## config.mk

```make
export PLATFORM = sky130hd
export DESIGN_NAME = path_length_odometer_top_flat
export DESIGN_NICKNAME = d
export VERILOG_FILES = /design/src/hdl/plo_pkg.sv /design/src/hdl/plo_ifs.sv /design/src/hdl/plo_front.sv /design/src/hdl/plo_fifo.sv /design/src/hdl/plo_sqrt.sv /design/src/hdl/plo_back.sv /design/src/hdl/path_length_odometer_top.sv /design/src/flat_wrapper.sv
export SDC_FILE = /design/constraint.sdc
export NUM_CORES = 2
export LEC_CHECK = 0
export BUFFER_PORTS_ARGS = -buffer_cell sky130_fd_sc_hd__buf_4
export CORE_MARGIN = 4
export CORE_UTILIZATION = 40
export CTS_CLUSTER_DIAMETER = 50
export DETAILED_ROUTE_END_ITERATION = 6
export PLACE_DENSITY = 0.63
export RECOVER_POWER = 25
export SLEW_MARGIN = 20
export SYNTH_ARGS = -nofsm -noshare
export SYNTH_HDL_FRONTEND = slang
export SYNTH_SLANG_ARGS = --single-unit
export TNS_END_PERCENT = 20
```

## constraint.sdc

```tcl
create_clock -name clock -period 9.85 [get_ports clock]
set_input_delay 0.985 -clock clock [delete_from_list [all_inputs] [get_ports clock]]
set_output_delay 0.985 -clock clock [all_outputs]
set_load 0.01 [all_outputs]
```

## src/hdl/plo_pkg.sv

```systemverilog
package plo_pkg;

   // Fixed field widths
   localparam int DEPTH_WIDTH = 20;

   // Register port geometry: one 32-bit register slot every 4 bytes
   localparam int CSR_DATA_WIDTH  = 32;
   localparam int CSR_ADDR_WIDTH  = 3;
   localparam int CSR_INDEX_LSB   = 2;
   localparam int CSR_INDEX_WIDTH = CSR_ADDR_WIDTH - CSR_INDEX_LSB;

   // Register indexes
   localparam logic [CSR_INDEX_WIDTH-1:0] REG_DEPTH_THRESHOLD = '0;

   // Entries in the queue between front and back
   localparam int QUEUE_DEPTH = 2;

   // Per-item control bits handed from front to back
   typedef struct packed {
      logic leg_valid;   // a previous position existed
      logic deep;        // depth strictly above threshold
   } leg_ctrl_type;

   localparam int LEG_CTRL_WIDTH = $bits(leg_ctrl_type);

endpackage

```

## src/hdl/plo_ifs.sv

```systemverilog
// Input channel: one position sample per item
interface plo_req_if #(
   parameter int COORD_WIDTH = 24
) ();
   logic                                valid;
   logic                                ready;
   logic signed [COORD_WIDTH-1:0]       pos_x;
   logic signed [COORD_WIDTH-1:0]       pos_y;
   logic signed [plo_pkg::DEPTH_WIDTH-1:0] depth;

   modport source (output valid, output pos_x, output pos_y, output depth, input ready);
   modport sink   (input valid, input pos_x, input pos_y, input depth, output ready);
endinterface

// Result channel: leg and running totals per item
interface plo_rsp_if #(
   parameter int LEG_WIDTH = 25,
   parameter int ACC_WIDTH = 48
) ();
   logic                 valid;
   logic                 ready;
   logic                 leg_valid;
   logic [LEG_WIDTH-1:0] leg_length;
   logic [ACC_WIDTH-1:0] total_length;
   logic [ACC_WIDTH-1:0] depth_length;

   modport source (output valid, output leg_valid, output leg_length,
                   output total_length, output depth_length, input ready);
   modport sink   (input valid, input leg_valid, input leg_length,
                   input total_length, input depth_length, output ready);
endinterface

```

## src/hdl/plo_front.sv

```systemverilog
module plo_front #(
   parameter int COORD_WIDTH = 24
) (
   input  logic                                   clock,
   input  logic                                   reset,
   plo_req_if.sink                                req,
   input  logic signed [plo_pkg::DEPTH_WIDTH-1:0] threshold,
   input  logic                                   q_full,
   output logic                                   q_push,
   output plo_pkg::leg_ctrl_type                  push_ctrl,
   output logic [COORD_WIDTH-1:0]                 push_dx,
   output logic [COORD_WIDTH-1:0]                 push_dy
);

   logic                          have_prev_ff, have_prev_in;
   logic [COORD_WIDTH-1:0]        prev_x_ff, prev_x_in;
   logic [COORD_WIDTH-1:0]        prev_y_ff, prev_y_in;
   logic [COORD_WIDTH:0]          diff_x, diff_y;
   logic [COORD_WIDTH:0]          mag_x, mag_y;
   logic                          accept;

   // Take an item whenever the queue has room
   assign req.ready = !q_full;
   assign accept    = req.valid && !q_full;
   assign q_push    = accept;

   // Signed differences, one bit wider so they cannot wrap
   assign diff_x = {req.pos_x[COORD_WIDTH-1], req.pos_x} - {prev_x_ff[COORD_WIDTH-1], prev_x_ff};
   assign diff_y = {req.pos_y[COORD_WIDTH-1], req.pos_y} - {prev_y_ff[COORD_WIDTH-1], prev_y_ff};

   // Magnitudes fit in COORD_WIDTH bits
   assign mag_x = diff_x[COORD_WIDTH] ? (~diff_x + 1'b1) : diff_x;
   assign mag_y = diff_y[COORD_WIDTH] ? (~diff_y + 1'b1) : diff_y;

   assign push_dx             = mag_x[COORD_WIDTH-1:0];
   assign push_dy             = mag_y[COORD_WIDTH-1:0];
   assign push_ctrl.leg_valid = have_prev_ff;
   assign push_ctrl.deep      = $signed(req.depth) > threshold;

   // Stored position
   always_comb begin
      have_prev_in = have_prev_ff;
      prev_x_in    = prev_x_ff;
      prev_y_in    = prev_y_ff;
      if (accept) begin
         have_prev_in = 1'b1;
         prev_x_in    = req.pos_x;
         prev_y_in    = req.pos_y;
      end
   end

   always_ff @(posedge clock) begin
      if (reset) begin
         have_prev_ff <= 1'b0;
         prev_x_ff    <= '0;
         prev_y_ff    <= '0;
      end else begin
         have_prev_ff <= have_prev_in;
         prev_x_ff    <= prev_x_in;
         prev_y_ff    <= prev_y_in;
      end
   end

endmodule

```

## src/hdl/plo_fifo.sv

```systemverilog
module plo_fifo #(
   parameter int WIDTH = 50
) (
   input  logic             clock,
   input  logic             reset,
   input  logic             push,
   input  logic [WIDTH-1:0] push_data,
   output logic             full,
   input  logic             pop,
   output logic [WIDTH-1:0] pop_data,
   output logic             empty
);

   localparam int PTR_WIDTH = (plo_pkg::QUEUE_DEPTH > 1) ? $clog2(plo_pkg::QUEUE_DEPTH) : 1;
   localparam int CNT_WIDTH = $clog2(plo_pkg::QUEUE_DEPTH + 1);
   localparam logic [PTR_WIDTH-1:0] LAST_PTR = PTR_WIDTH'(plo_pkg::QUEUE_DEPTH - 1);
   localparam logic [CNT_WIDTH-1:0] DEPTH_CNT = CNT_WIDTH'(plo_pkg::QUEUE_DEPTH);

   logic [WIDTH-1:0]     entry_ff [plo_pkg::QUEUE_DEPTH];
   logic [PTR_WIDTH-1:0] wr_ptr_ff, wr_ptr_in;
   logic [PTR_WIDTH-1:0] rd_ptr_ff, rd_ptr_in;
   logic [CNT_WIDTH-1:0] count_ff, count_in;
   logic                 do_push, do_pop;

   assign full     = (count_ff == DEPTH_CNT);
   assign empty    = (count_ff == '0);
   assign do_push  = push && !full;
   assign do_pop   = pop && !empty;
   assign pop_data = entry_ff[rd_ptr_ff];

   // Pointer and fill bookkeeping
   always_comb begin
      wr_ptr_in = wr_ptr_ff;
      rd_ptr_in = rd_ptr_ff;
      count_in  = count_ff;
      if (do_push) begin
         wr_ptr_in = (wr_ptr_ff == LAST_PTR) ? '0 : wr_ptr_ff + 1'b1;
      end
      if (do_pop) begin
         rd_ptr_in = (rd_ptr_ff == LAST_PTR) ? '0 : rd_ptr_ff + 1'b1;
      end
      if (do_push && !do_pop) begin
         count_in = count_ff + 1'b1;
      end else if (do_pop && !do_push) begin
         count_in = count_ff - 1'b1;
      end
   end

   always_ff @(posedge clock) begin
      if (reset) begin
         wr_ptr_ff <= '0;
         rd_ptr_ff <= '0;
         count_ff  <= '0;
      end else begin
         wr_ptr_ff <= wr_ptr_in;
         rd_ptr_ff <= rd_ptr_in;
         count_ff  <= count_in;
      end
   end

   // Entry storage
   always_ff @(posedge clock) begin
      if (do_push) begin
         entry_ff[wr_ptr_ff] <= push_data;
      end
   end

endmodule

```

## src/hdl/plo_sqrt.sv

```systemverilog
module plo_sqrt #(
   parameter int ROOT_WIDTH = 25
) (
   input  logic                    clock,
   input  logic                    reset,
   input  logic                    start,
   input  logic [2*ROOT_WIDTH-1:0] radicand,
   output logic                    busy,
   output logic [ROOT_WIDTH-1:0]   root
);

   localparam int CNT_WIDTH = $clog2(ROOT_WIDTH);
   localparam logic [CNT_WIDTH-1:0] LAST_STEP = CNT_WIDTH'(ROOT_WIDTH - 1);

   logic [2*ROOT_WIDTH-1:0] rad_ff, rad_in;
   logic [ROOT_WIDTH:0]     rem_ff, rem_in;
   logic [ROOT_WIDTH-1:0]   root_ff, root_in;
   logic [CNT_WIDTH-1:0]    cnt_ff, cnt_in;
   logic                    busy_ff, busy_in;
   logic [ROOT_WIDTH+1:0]   rem_sh, trial, rem_sub;
   logic                    fits;

   // One root bit per cycle: bring down two radicand bits, try 4*root+1
   assign rem_sh  = {rem_ff[ROOT_WIDTH-1:0], rad_ff[2*ROOT_WIDTH-1 -: 2]};
   assign trial   = {root_ff, 2'b01};
   assign fits    = (rem_sh >= trial);
   assign rem_sub = rem_sh - trial;

   always_comb begin
      rad_in  = rad_ff;
      rem_in  = rem_ff;
      root_in = root_ff;
      cnt_in  = cnt_ff;
      busy_in = busy_ff;
      if (start) begin
         rad_in  = radicand;
         rem_in  = '0;
         root_in = '0;
         cnt_in  = LAST_STEP;
         busy_in = 1'b1;
      end else if (busy_ff) begin
         rad_in  = {rad_ff[2*ROOT_WIDTH-3:0], 2'b00};
         rem_in  = fits ? rem_sub[ROOT_WIDTH:0] : rem_sh[ROOT_WIDTH:0];
         root_in = {root_ff[ROOT_WIDTH-2:0], fits};
         cnt_in  = cnt_ff - 1'b1;
         busy_in = (cnt_ff != '0);
      end
   end

   always_ff @(posedge clock) begin
      if (reset) begin
         busy_ff <= 1'b0;
      end else begin
         busy_ff <= busy_in;
      end
   end

   always_ff @(posedge clock) begin
      rad_ff  <= rad_in;
      rem_ff  <= rem_in;
      root_ff <= root_in;
      cnt_ff  <= cnt_in;
   end

   assign busy = busy_ff;
   assign root = root_ff;

endmodule

```

## src/hdl/plo_back.sv

```systemverilog
module plo_back #(
   parameter int COORD_WIDTH = 24,
   parameter int ACC_WIDTH   = 48
) (
   input  logic                   clock,
   input  logic                   reset,
   input  logic                   q_empty,
   output logic                   q_pop,
   input  plo_pkg::leg_ctrl_type  pop_ctrl,
   input  logic [COORD_WIDTH-1:0] pop_dx,
   input  logic [COORD_WIDTH-1:0] pop_dy,
   plo_rsp_if.source              rsp
);

   localparam int LEG_WIDTH = COORD_WIDTH + 1;
   localparam int SQ_WIDTH  = 2 * COORD_WIDTH;
   localparam int RAD_WIDTH = 2 * LEG_WIDTH;

   localparam logic [2:0] ST_IDLE = 3'd0;
   localparam logic [2:0] ST_MUL  = 3'd1;
   localparam logic [2:0] ST_SUM  = 3'd2;
   localparam logic [2:0] ST_ROOT = 3'd3;
   localparam logic [2:0] ST_ACC  = 3'd4;

   logic [2:0]             state_ff, state_in;
   plo_pkg::leg_ctrl_type  ctrl_ff, ctrl_in;
   logic [COORD_WIDTH-1:0] dx_ff, dx_in, dy_ff, dy_in;
   logic [SQ_WIDTH-1:0]    sq_x_ff, sq_x_in, sq_y_ff, sq_y_in;
   logic [ACC_WIDTH-1:0]   total_ff, total_in, depth_acc_ff, depth_acc_in;
   logic                   out_valid_ff, out_valid_in;
   logic                   out_leg_valid_ff, out_leg_valid_in;
   logic [LEG_WIDTH-1:0]   out_leg_ff, out_leg_in;
   logic                   sqrt_start, sqrt_busy;
   logic [LEG_WIDTH-1:0]   sqrt_root, leg;
   logic [RAD_WIDTH-1:0]   radicand;
   logic [ACC_WIDTH:0]     total_sum, depth_sum;
   logic                   out_free;

   plo_sqrt #(.ROOT_WIDTH(LEG_WIDTH)) u_sqrt (
      .clock    (clock),
      .reset    (reset),
      .start    (sqrt_start),
      .radicand (radicand),
      .busy     (sqrt_busy),
      .root     (sqrt_root)
   );

   // Squares, registered before the add; operands widened so the full product is kept
   assign sq_x_in = SQ_WIDTH'(dx_ff) * SQ_WIDTH'(dx_ff);
   assign sq_y_in = SQ_WIDTH'(dy_ff) * SQ_WIDTH'(dy_ff);

   assign radicand   = RAD_WIDTH'(sq_x_ff) + RAD_WIDTH'(sq_y_ff);
   assign sqrt_start = (state_ff == ST_SUM);

   // Saturating accumulate; first sample adds nothing
   assign leg       = ctrl_ff.leg_valid ? sqrt_root : '0;
   assign total_sum = {1'b0, total_ff} + (ACC_WIDTH+1)'(leg);
   assign depth_sum = {1'b0, depth_acc_ff} + (ACC_WIDTH+1)'(leg);

   assign out_free = !out_valid_ff || rsp.ready;
   assign q_pop    = (state_ff == ST_IDLE) && !q_empty;

   // Sequencer
   always_comb begin
      state_in         = state_ff;
      ctrl_in          = ctrl_ff;
      dx_in            = dx_ff;
      dy_in            = dy_ff;
      total_in         = total_ff;
      depth_acc_in     = depth_acc_ff;
      out_valid_in     = out_valid_ff && !rsp.ready;
      out_leg_valid_in = out_leg_valid_ff;
      out_leg_in       = out_leg_ff;
      case (state_ff)
         ST_IDLE: begin
            if (!q_empty) begin
               ctrl_in  = pop_ctrl;
               dx_in    = pop_dx;
               dy_in    = pop_dy;
               state_in = ST_MUL;
            end
         end
         ST_MUL: begin
            state_in = ST_SUM;
         end
         ST_SUM: begin
            state_in = ST_ROOT;
         end
         ST_ROOT: begin
            if (!sqrt_busy) begin
               state_in = ST_ACC;
            end
         end
         ST_ACC: begin
            if (out_free) begin
               total_in = total_sum[ACC_WIDTH] ? '1 : total_sum[ACC_WIDTH-1:0];
               if (ctrl_ff.deep) begin
                  depth_acc_in = depth_sum[ACC_WIDTH] ? '1 : depth_sum[ACC_WIDTH-1:0];
               end
               out_valid_in     = 1'b1;
               out_leg_valid_in = ctrl_ff.leg_valid;
               out_leg_in       = leg;
               state_in         = ST_IDLE;
            end
         end
         default: begin
            state_in = ST_IDLE;
         end
      endcase
   end

   always_ff @(posedge clock) begin
      if (reset) begin
         state_ff     <= ST_IDLE;
         total_ff     <= '0;
         depth_acc_ff <= '0;
         out_valid_ff <= 1'b0;
      end else begin
         state_ff     <= state_in;
         total_ff     <= total_in;
         depth_acc_ff <= depth_acc_in;
         out_valid_ff <= out_valid_in;
      end
   end

   always_ff @(posedge clock) begin
      ctrl_ff          <= ctrl_in;
      dx_ff            <= dx_in;
      dy_ff            <= dy_in;
      sq_x_ff          <= sq_x_in;
      sq_y_ff          <= sq_y_in;
      out_leg_valid_ff <= out_leg_valid_in;
      out_leg_ff       <= out_leg_in;
   end

   // Result register; accumulators hold the reported totals
   assign rsp.valid        = out_valid_ff;
   assign rsp.leg_valid    = out_leg_valid_ff;
   assign rsp.leg_length   = out_leg_ff;
   assign rsp.total_length = total_ff;
   assign rsp.depth_length = depth_acc_ff;

endmodule

```

## src/hdl/path_length_odometer_top.sv

```systemverilog
// Channel    Direction  Handshake     Payload
// req_chan   in         valid/ready   pos_x, pos_y, depth
// rsp_chan   out        valid/ready   leg_valid, leg_length, total_length, depth_length
// csr        in         APB read/write depth_threshold at byte address 0
//
// The back end pops an item in its idle state, then works through it in turn: multiply,
// sum, bit-serial square root, accumulate. It pops the next item only once it is back in
// idle, so it does not take a new item before it is through with the last one.
// Reset is synchronous; it clears the stored position, both totals and the threshold.
// A two-entry queue lets the front keep taking items while the back end works; the
// accumulate step waits while the result register still holds an unaccepted item.
module path_length_odometer_top #(
   parameter int COORD_WIDTH = 24,
   parameter int ACC_WIDTH   = 48
) (
   input  logic                                 clock,
   input  logic                                 reset,
   plo_req_if.sink                              req_chan,
   plo_rsp_if.source                            rsp_chan,
   input  logic                                 psel,
   input  logic                                 penable,
   input  logic                                 pwrite,
   input  logic [plo_pkg::CSR_ADDR_WIDTH-1:0]   paddr,
   input  logic [plo_pkg::CSR_DATA_WIDTH-1:0]   pwdata,
   output logic [plo_pkg::CSR_DATA_WIDTH-1:0]   prdata,
   output logic                                 pready
);

   localparam int DW       = plo_pkg::DEPTH_WIDTH;
   localparam int Q_WIDTH  = plo_pkg::LEG_CTRL_WIDTH + 2 * COORD_WIDTH;

   logic signed [DW-1:0]                   threshold_ff, threshold_in;
   logic [plo_pkg::CSR_INDEX_WIDTH-1:0]    csr_index;
   logic                                   csr_hit;
   logic                                   q_full, q_empty, q_push, q_pop;
   plo_pkg::leg_ctrl_type                  push_ctrl, pop_ctrl;
   logic [COORD_WIDTH-1:0]                 push_dx, push_dy, pop_dx, pop_dy;
   logic [Q_WIDTH-1:0]                     push_data, pop_data;

   // Register port
   assign pready    = 1'b1;
   assign csr_index = paddr[plo_pkg::CSR_ADDR_WIDTH-1:plo_pkg::CSR_INDEX_LSB];
   assign csr_hit   = (csr_index == plo_pkg::REG_DEPTH_THRESHOLD);
   assign prdata    = csr_hit ? {{(plo_pkg::CSR_DATA_WIDTH-DW){threshold_ff[DW-1]}}, threshold_ff}
                              : '0;

   always_comb begin
      threshold_in = threshold_ff;
      if (psel && penable && pwrite && csr_hit) begin
         threshold_in = pwdata[DW-1:0];
      end
   end

   always_ff @(posedge clock) begin
      if (reset) begin
         threshold_ff <= '0;
      end else begin
         threshold_ff <= threshold_in;
      end
   end

   plo_front #(.COORD_WIDTH(COORD_WIDTH)) u_front (
      .clock     (clock),
      .reset     (reset),
      .req       (req_chan),
      .threshold (threshold_ff),
      .q_full    (q_full),
      .q_push    (q_push),
      .push_ctrl (push_ctrl),
      .push_dx   (push_dx),
      .push_dy   (push_dy)
   );

   assign push_data = {push_ctrl, push_dx, push_dy};

   plo_fifo #(.WIDTH(Q_WIDTH)) u_fifo (
      .clock     (clock),
      .reset     (reset),
      .push      (q_push),
      .push_data (push_data),
      .full      (q_full),
      .pop       (q_pop),
      .pop_data  (pop_data),
      .empty     (q_empty)
   );

   assign pop_ctrl = pop_data[Q_WIDTH-1 -: plo_pkg::LEG_CTRL_WIDTH];
   assign pop_dx   = pop_data[2*COORD_WIDTH-1:COORD_WIDTH];
   assign pop_dy   = pop_data[COORD_WIDTH-1:0];

   plo_back #(.COORD_WIDTH(COORD_WIDTH), .ACC_WIDTH(ACC_WIDTH)) u_back (
      .clock    (clock),
      .reset    (reset),
      .q_empty  (q_empty),
      .q_pop    (q_pop),
      .pop_ctrl (pop_ctrl),
      .pop_dx   (pop_dx),
      .pop_dy   (pop_dy),
      .rsp      (rsp_chan)
   );

`ifndef SYNTHESIS
   // Depth total can never pass the overall total
   a_depth_le_total: assert property (@(posedge clock) disable iff (reset)
      rsp_chan.valid |-> (rsp_chan.depth_length <= rsp_chan.total_length))
      else $error("depth total exceeds overall total");

   // Only the first item after reset has no leg, and then nothing is accumulated
   a_first_item_zero: assert property (@(posedge clock) disable iff (reset)
      (rsp_chan.valid && !rsp_chan.leg_valid) |->
         (rsp_chan.leg_length == '0 && rsp_chan.total_length == '0 &&
          rsp_chan.depth_length == '0))
      else $error("first item reports nonzero leg or totals");

   // No result right out of reset
   a_no_rsp_after_reset: assert property (@(posedge clock)
      $past(reset) |-> !rsp_chan.valid)
      else $error("result valid right after reset");

   // Queue cannot be full and empty together
   a_queue_flags: assert property (@(posedge clock) disable iff (reset)
      !(q_full && q_empty))
      else $error("queue flags inconsistent");
`endif

endmodule

```

## src/flat_wrapper.sv

```systemverilog
// flat-port wrapper written by rule: the top's interface ports become plain ports
module path_length_odometer_top_flat 
#(
   parameter int COORD_WIDTH = 24,
   parameter int ACC_WIDTH   = 48
)
  (clock, reset, psel, penable, pwrite, paddr, pwdata, prdata, pready, req_chan_valid, req_chan_pos_x, req_chan_pos_y, req_chan_depth, req_chan_ready, rsp_chan_valid, rsp_chan_leg_valid, rsp_chan_leg_length, rsp_chan_total_length, rsp_chan_depth_length, rsp_chan_ready);
  plo_req_if #(.COORD_WIDTH(COORD_WIDTH)) req_chan_i ();
  plo_rsp_if #(.ACC_WIDTH(ACC_WIDTH)) rsp_chan_i ();
  input  logic clock;
  input  logic reset;
  input  logic psel;
  input  logic penable;
  input  logic pwrite;
  input  logic [plo_pkg::CSR_ADDR_WIDTH-1:0] paddr;
  input  logic [plo_pkg::CSR_DATA_WIDTH-1:0] pwdata;
  output logic [plo_pkg::CSR_DATA_WIDTH-1:0] prdata;
  output logic pready;
  input wire logic [$bits(req_chan_i.valid)-1:0] req_chan_valid;
  input wire logic [$bits(req_chan_i.pos_x)-1:0] req_chan_pos_x;
  input wire logic [$bits(req_chan_i.pos_y)-1:0] req_chan_pos_y;
  input wire logic [$bits(req_chan_i.depth)-1:0] req_chan_depth;
  output wire logic [$bits(req_chan_i.ready)-1:0] req_chan_ready;
  output wire logic [$bits(rsp_chan_i.valid)-1:0] rsp_chan_valid;
  output wire logic [$bits(rsp_chan_i.leg_valid)-1:0] rsp_chan_leg_valid;
  output wire logic [$bits(rsp_chan_i.leg_length)-1:0] rsp_chan_leg_length;
  output wire logic [$bits(rsp_chan_i.total_length)-1:0] rsp_chan_total_length;
  output wire logic [$bits(rsp_chan_i.depth_length)-1:0] rsp_chan_depth_length;
  input wire logic [$bits(rsp_chan_i.ready)-1:0] rsp_chan_ready;
  assign req_chan_i.valid = req_chan_valid;
  assign req_chan_i.pos_x = req_chan_pos_x;
  assign req_chan_i.pos_y = req_chan_pos_y;
  assign req_chan_i.depth = req_chan_depth;
  assign req_chan_ready = req_chan_i.ready;
  assign rsp_chan_valid = rsp_chan_i.valid;
  assign rsp_chan_leg_valid = rsp_chan_i.leg_valid;
  assign rsp_chan_leg_length = rsp_chan_i.leg_length;
  assign rsp_chan_total_length = rsp_chan_i.total_length;
  assign rsp_chan_depth_length = rsp_chan_i.depth_length;
  assign rsp_chan_i.ready = rsp_chan_ready;
  path_length_odometer_top #(.COORD_WIDTH(COORD_WIDTH), .ACC_WIDTH(ACC_WIDTH)) u_core (.clock(clock), .reset(reset), .req_chan(req_chan_i), .rsp_chan(rsp_chan_i), .psel(psel), .penable(penable), .pwrite(pwrite), .paddr(paddr), .pwdata(pwdata), .prdata(prdata), .pready(pready));
endmodule
```

## Word-level counts from Yosys, hierarchy flattened

Memories as Yosys holds them, arrays and structs flattened. A register that Yosys moved wholly into a read port is not among the register bits.
Index checks and enable logic that the tools add are counted.

- $add $sub $neg: 13
- Multiply operators: 2
- Magnitude comparators: 2
- Eq/ne operators: 8
- Multiplexer cells: 23
- Bitwise gates (word level): 4
- Reduce and logical (&&, ||, !) cells: 26

Operators by type and width:

| cell | count |
|---|---|
| 50-bit 2-to-1 mux | 2 |
| 48-bit by 25-bit adder with 49-bit output | 2 |
| 24-bit by 24-bit multiplier with 48-bit output | 2 |
| 48-bit 2-to-1 mux | 2 |
| 25-bit 2-to-1 mux | 2 |
| 24-bit by 24-bit subtractor with 25-bit output | 2 |
| 48-bit by 48-bit adder with 49-bit output | 1 |
| 24-bit by 1-bit adder with 24-bit output (second input constant) | 2 |
| 24-bit 2-to-1 mux | 2 |
| 24-bit NOT | 2 |
| 32-bit 2-to-1 mux | 1 |
| 27-bit >= comparator | 1 |
| 25-bit subtractor | 1 |
| 20-bit greater-than comparator | 1 |
| 3-bit case mux with 5 select lines | 1 |
| 1-bit logical AND | 10 |
| 3-bit 2-to-1 mux | 3 |
| 1-bit 2-to-1 mux | 8 |
| 3-bit by 2-bit == test with 1-bit output (second input constant) | 2 |
| 1-bit zero test | 6 |
| 2-bit inequality test (second input constant) | 3 |
| 3-bit AND reduction | 2 |
| 5-bit nonzero test | 1 |
| 5-bit by 1-bit subtractor with 5-bit output (second input constant) | 1 |
| other kinds (13) | 18 |

- Register bits: 401
- Bits in writable memories: 100
- Input bits: 110
- Memories: 1

Memory list:

| name | depth | bits a word | rd ports | clocked after Yosys merged registers in | write ports | line | RTL |
|---|---|---|---|---|---|---|---|
| u_core.u_fifo.entry_ff | 2 | 50 | 1 | 1 | 1 | plo_fifo.sv:19 | `logic [WIDTH-1:0] entry_ff [plo_pkg::QUEUE_DEPTH];` |

## Depth between registers and ports, before layout

- Word-level depth: 8
- Mapped depth: 29

## Hierarchy

From an unflattened synthesis, not the netlist that was laid out.

- Cells, all modules: 6825
- Area total of the unflattened synthesis: 63490.9 µm²

By module, submodules not included:

| module | instances | cells each | area each (µm²) |
|---|---|---|---|
| plo_back | 1 | 5087 | 46611.0 |
| plo_front | 1 | 881 | 6200.9 |
| plo_sqrt | 1 | 552 | 5705.5 |
| plo_fifo | 1 | 181 | 3812.4 |
| path_length_odometer_top | 1 | 124 | 1161.1 |

## Least setup slack after synthesis

No wires, ideal clock.

- Path kind: flip-flop to flip-flop
- Start point: register u_core.u_back.dx_ff[16]
- End point: register u_core.u_back.sq_x_ff[46]
- Data arrival time: 7.086 ns
- Path slack: 2.692 ns
- Stages on the path, launching flop included: 29
- Path buffers: 3
- Clock period less this slack: 7.158 ns
- Path through: edfxtp_1 -> clkbuf_1 -> clkbuf_1 -> nand2_1 -> fa_1 -> inv_1 -> fa_1 -> fa_1 -> inv_1 -> fa_1 -> inv_1 -> fa_1 -> fa_1 -> inv_1 -> fa_1 -> inv_1 -> ha_1 -> clkbuf_1 -> a21o_1 -> a21o_1 -> a21oi_1 -> o21ai_0 -> or3_1 -> o311ai_1 -> a21oi_1 -> a211oi_1 -> o21ai_0 -> a41oi_1 -> xnor2_1

- Word-level cells in the longest chain between the ends: 1

RTL lines:

| item | line | RTL |
|---|---|---|
| start, declared | plo_back.sv:27 | `logic [COORD_WIDTH-1:0] dx_ff, dx_in, dy_ff, dy_in;` |
| start signal, assigned | plo_back.sv:128 | `dx_ff <= dx_in;` |
| 24-bit by 24-bit multiplier with 48-bit output | plo_back.sv:49 | `assign sq_x_in = SQ_WIDTH'(dx_ff) * SQ_WIDTH'(dx_ff);` |
| named net u_core.u_back.sq_x_in[46] | plo_back.sv:28 | `logic [SQ_WIDTH-1:0] sq_x_ff, sq_x_in, sq_y_ff, sq_y_in;` |
| end signal, assigned | plo_back.sv:130 | `sq_x_ff <= sq_x_in;` |
| end, declared | plo_back.sv:28 |  |

The timed path passes the listed nets, and every way through them passes these cells.
A chain may end at the register's enable or synchronous reset.

## Worst setup path in the final report

- Start point: register u_core.u_back.dx_ff[5]
- End point: register u_core.u_back.sq_x_ff[46]

Same word-level chain as after synthesis.

==> run_results.csv <==
group,metric,value,unit
detailed_routing,vias_per_cell,4.98,
clocking,numCtsBuffers,73,
layout,nets,8158,
global_route,antenna_found_initial,7,
clocking,insertion_delay,0.67,ns
timing,finalSetupTns,0,ns
detailed_routing,drtAntennaViolNets,0,
synthesis,yosysWarningCount,0,
worst_setup_path,path_max_fanout,25,
detailed_routing,num_vias,43556,
synthesis,synth_compound_area_frac,0.105,
detailed_routing,drt_iter0_drc,2151,
clocking,cts_buffer_depth,3,
detailed_routing,drt_wl_total,143000,µm
worst_setup_path,startpoint_type,"flop",
synthesis,ys_types,96,
layout,drive_above_1_share,0.0738,
clocking,post_cts_buffers,0,
synthesis,synth_top_family_by_area,"adder cells",
worst_setup_path,crit_top_cell,"fa_1",
synthesis,ys_seq_elements,549,
timing,setup_viol,0,
clocking,post_cts_resized,0,
layout,syn2layout_area_growth,10.9,%
timing,finalCritPeriodShare,0.863,
worst_setup_path,required,10.43,ns
global_route,grt_pass1_wl,237000,µm
synthesis,yosysSeqAreaShare,0.219,
global_route,met3_usage,0.0402,
timing,slew_headroom,-1.87,
synthesis,ys.flop_type,"dfxtp_1",
floorplan,die-height,397,µm
global_route,groute.usage.overall,0.185,
global_route,use_met1,0.234,
worst_setup_path,critPathMaxStageDelay,1.11,ns
floorplan,io-pin-count,267,
detailed_routing,drt_pass1_iterations,7,
detailed_routing,wl_per_cell,16.3,µm
floorplan,die_x,397,µm
worst_setup_path,crit_arrival,9.08,ns
placement,dpl.hpwl,114000,µm
floorplan,core_area,150000,µm²
worst_setup_path,criticalPathCategory,"flop to flop",
timing,hold_violations,0,
worst_hold_path,hp-class,"flop to flop",
worst_setup_path,crit_family,"adder cells",
clocking,htreeDepth,3,
layout,layout_commonest_cell,"inv_1",
synthesis,syn_avg_cell_area,9.30,µm²
global_route,grt_pass1_vias,46121,
timing,worst_pin_slew,4.30,ns
detailed_routing,drc,3,
floorplan,start_util,0.403,
timing,grt_setup_unrepaired,"no",
clocking,clock-root-buffer,"clkbuf_16",
worst_setup_path,endpoint_kind,"flop",
run,maxCapViolCount,5,
placement,place.gp.congestion,0.908,
synthesis,synth_edf_count,226,
timing,slew_violations,346,
worst_setup_path,crit_buf_inv,5,
global_route,grt_start_max_net_pins,94,
floorplan,die_area,157000,µm²
placement,io_buffers,251,
global_route,globalRoute.busiestLayer,"met2",
clocking,ctsHoldBuffers,0,
synthesis,synthMuxAreaShare,0.0160,
clocking,clk_pin_slew,0.06,ns
worst_setup_path,slowest_stage,"edfxtp_1",
layout,mostFrequentLayoutCells,"inv_1 (1,368), fa_1 (848), nand2_1 (639)",
floorplan,rows,142,
outcome,violations,"DRC, capacitance limit, slew limit",
synthesis,synthXorXnorAreaFrac,0.0437,
timing,timing.fmax,118,MHz
synthesis,yosys.area_share.simple,0.123,
outcome,outcome,"finished with violations",
global_route,grtUsageMet2,0.319,
global_route,overflow,0,
synthesis,syn_area,60400,µm²
clocking,cts_tree,"done",
timing,min_period,8.50,ns
synthesis,syn_nets,7991,
synthesis,synthAdderAreaFrac,0.393,
synthesis,synth_cells,6495,
clocking,cts_sinks,549,
synthesis,synthArstFlopShare,0,
timing,skew,0.0589,ns
==> kinds of logic (layout without fill, tap and decap cells) <==
group,after synthesis,count (layout)
simple gates,1567,1567
buf+inv,1591,1818
compound gates,1010,1010
fa+ha+maj,1386,1386
flops,549,549
xor+xnor,301,301
mux,90,90
other cells,1,4
==> sequential cells by signal (all words and copies together) (netlist names), 25 cells and up <==
| name | count |
|---|---|
| u_core.u_fifo.entry_ff | 100 |
| u_core.u_back.rsp.total_length | 48 |
| u_core.u_back.rsp.leg_length | 25 |
| u_core.u_back.u_sqrt.rad_ff | 50 |
| u_core.u_back.rsp.depth_length | 48 |
| u_core.u_back.sq_x_ff | 47 |
| u_core.u_back.u_sqrt.root | 25 |
| u_core.u_back.u_sqrt.rem_ff | 25 |
| u_core.u_back.sq_y_ff | 47 |
==> final timing paths <==
kind / start / endpoint / slack (ns) / cells after the start
hold reg to reg: u_core.u_front.prev_y_ff[22] / u_core.u_front.prev_y_ff[22] / 0.45 / 2
hold / removal: u_core.u_front.prev_y_ff[22] / u_core.u_front.prev_y_ff[22] / 0.45 / 2
setup reg to reg: u_core.u_back.dx_ff[5] / u_core.u_back.sq_x_ff[46] / 1.35 / 25
setup / recovery: u_core.u_back.dx_ff[5] / u_core.u_back.sq_x_ff[46] / 1.35 / 25
==> per-layer routing <==
layer / up-vias / share of wire / wire, µm
li1: 20986 / - / -
met4: 8 / 0.024 / 3410
met1: 21416 / 0.43 / 60700
met5: - / 0.00035 / 50
met3: 198 / 0.063 / 8960
met2: 948 / 0.49 / 69600
==> cell type report <==
cell class / instances / area (µm²)
Antenna cell: 3 / 7.51
Sequential cell: 549 / 13300
Multi-Input combinational cell: 4355 / 41100
Fill cell: 14610 / 83000
Clock buffer: 86 / 1960
Timing Repair Buffer: 312 / 2250
Tap cell: 2016 / 2520
Clock inverter: 49 / 668
Inverter: 1371 / 5150
==> through the flow <==
step                      std cells   util  area, µm²  hold WS, ns  setup WS, ns
after global placement         8601  0.429      64400        0.440          1.42
after detailed placement       8601  0.429      64400        0.447          1.43
final                          8741  0.446      66900        0.452          1.35
after global routing           8739  0.446      66900        0.466         0.807
after CTS                      8736  0.447      67000        0.454          1.41
after floorplan                6495      -      60400        0.426          2.69
==> cell usage after synthesis, types with 50 or more instances <==
| cell type | count | area, µm² |
|---|---|---|
| nand3_1 | 70 | 350 |
| inv_1 | 1369 | 5140 |
| nor3_1 | 54 | 270 |
| nand2_1 | 640 | 2400 |
| and2_1 | 264 | 1650 |
| dfxtp_1 | 323 | 6470 |
| nor2_1 | 299 | 1120 |
| edfxtp_1 | 226 | 6790 |
| ha_1 | 538 | 6730 |
| a21o_1 | 119 | 893 |
| o21ai_0 | 199 | 996 |
| xor2_1 | 112 | 981 |
| clkbuf_1 | 184 | 691 |
| xnor2_1 | 189 | 1660 |
| a211oi_1 | 69 | 518 |
| a21oi_1 | 360 | 1800 |
| mux2_2 | 53 | 597 |
| a31oi_1 | 50 | 313 |
| nor2b_1 | 52 | 325 |
| fa_1 | 848 | 17000 |
==> worst min-delay path, delay by kind of cell, from the launching register on <==
family | cells | cell delay [ns]
and+or+nand+nor | 1 | 0.05
AOI/OAI and AO/OA | 1 | 0.05
DFF | 1 | 0.30
Power is left out: the tool's default activity adds up to more than one toggle a clock period on the data nets, which glitch-free logic cannot reach.
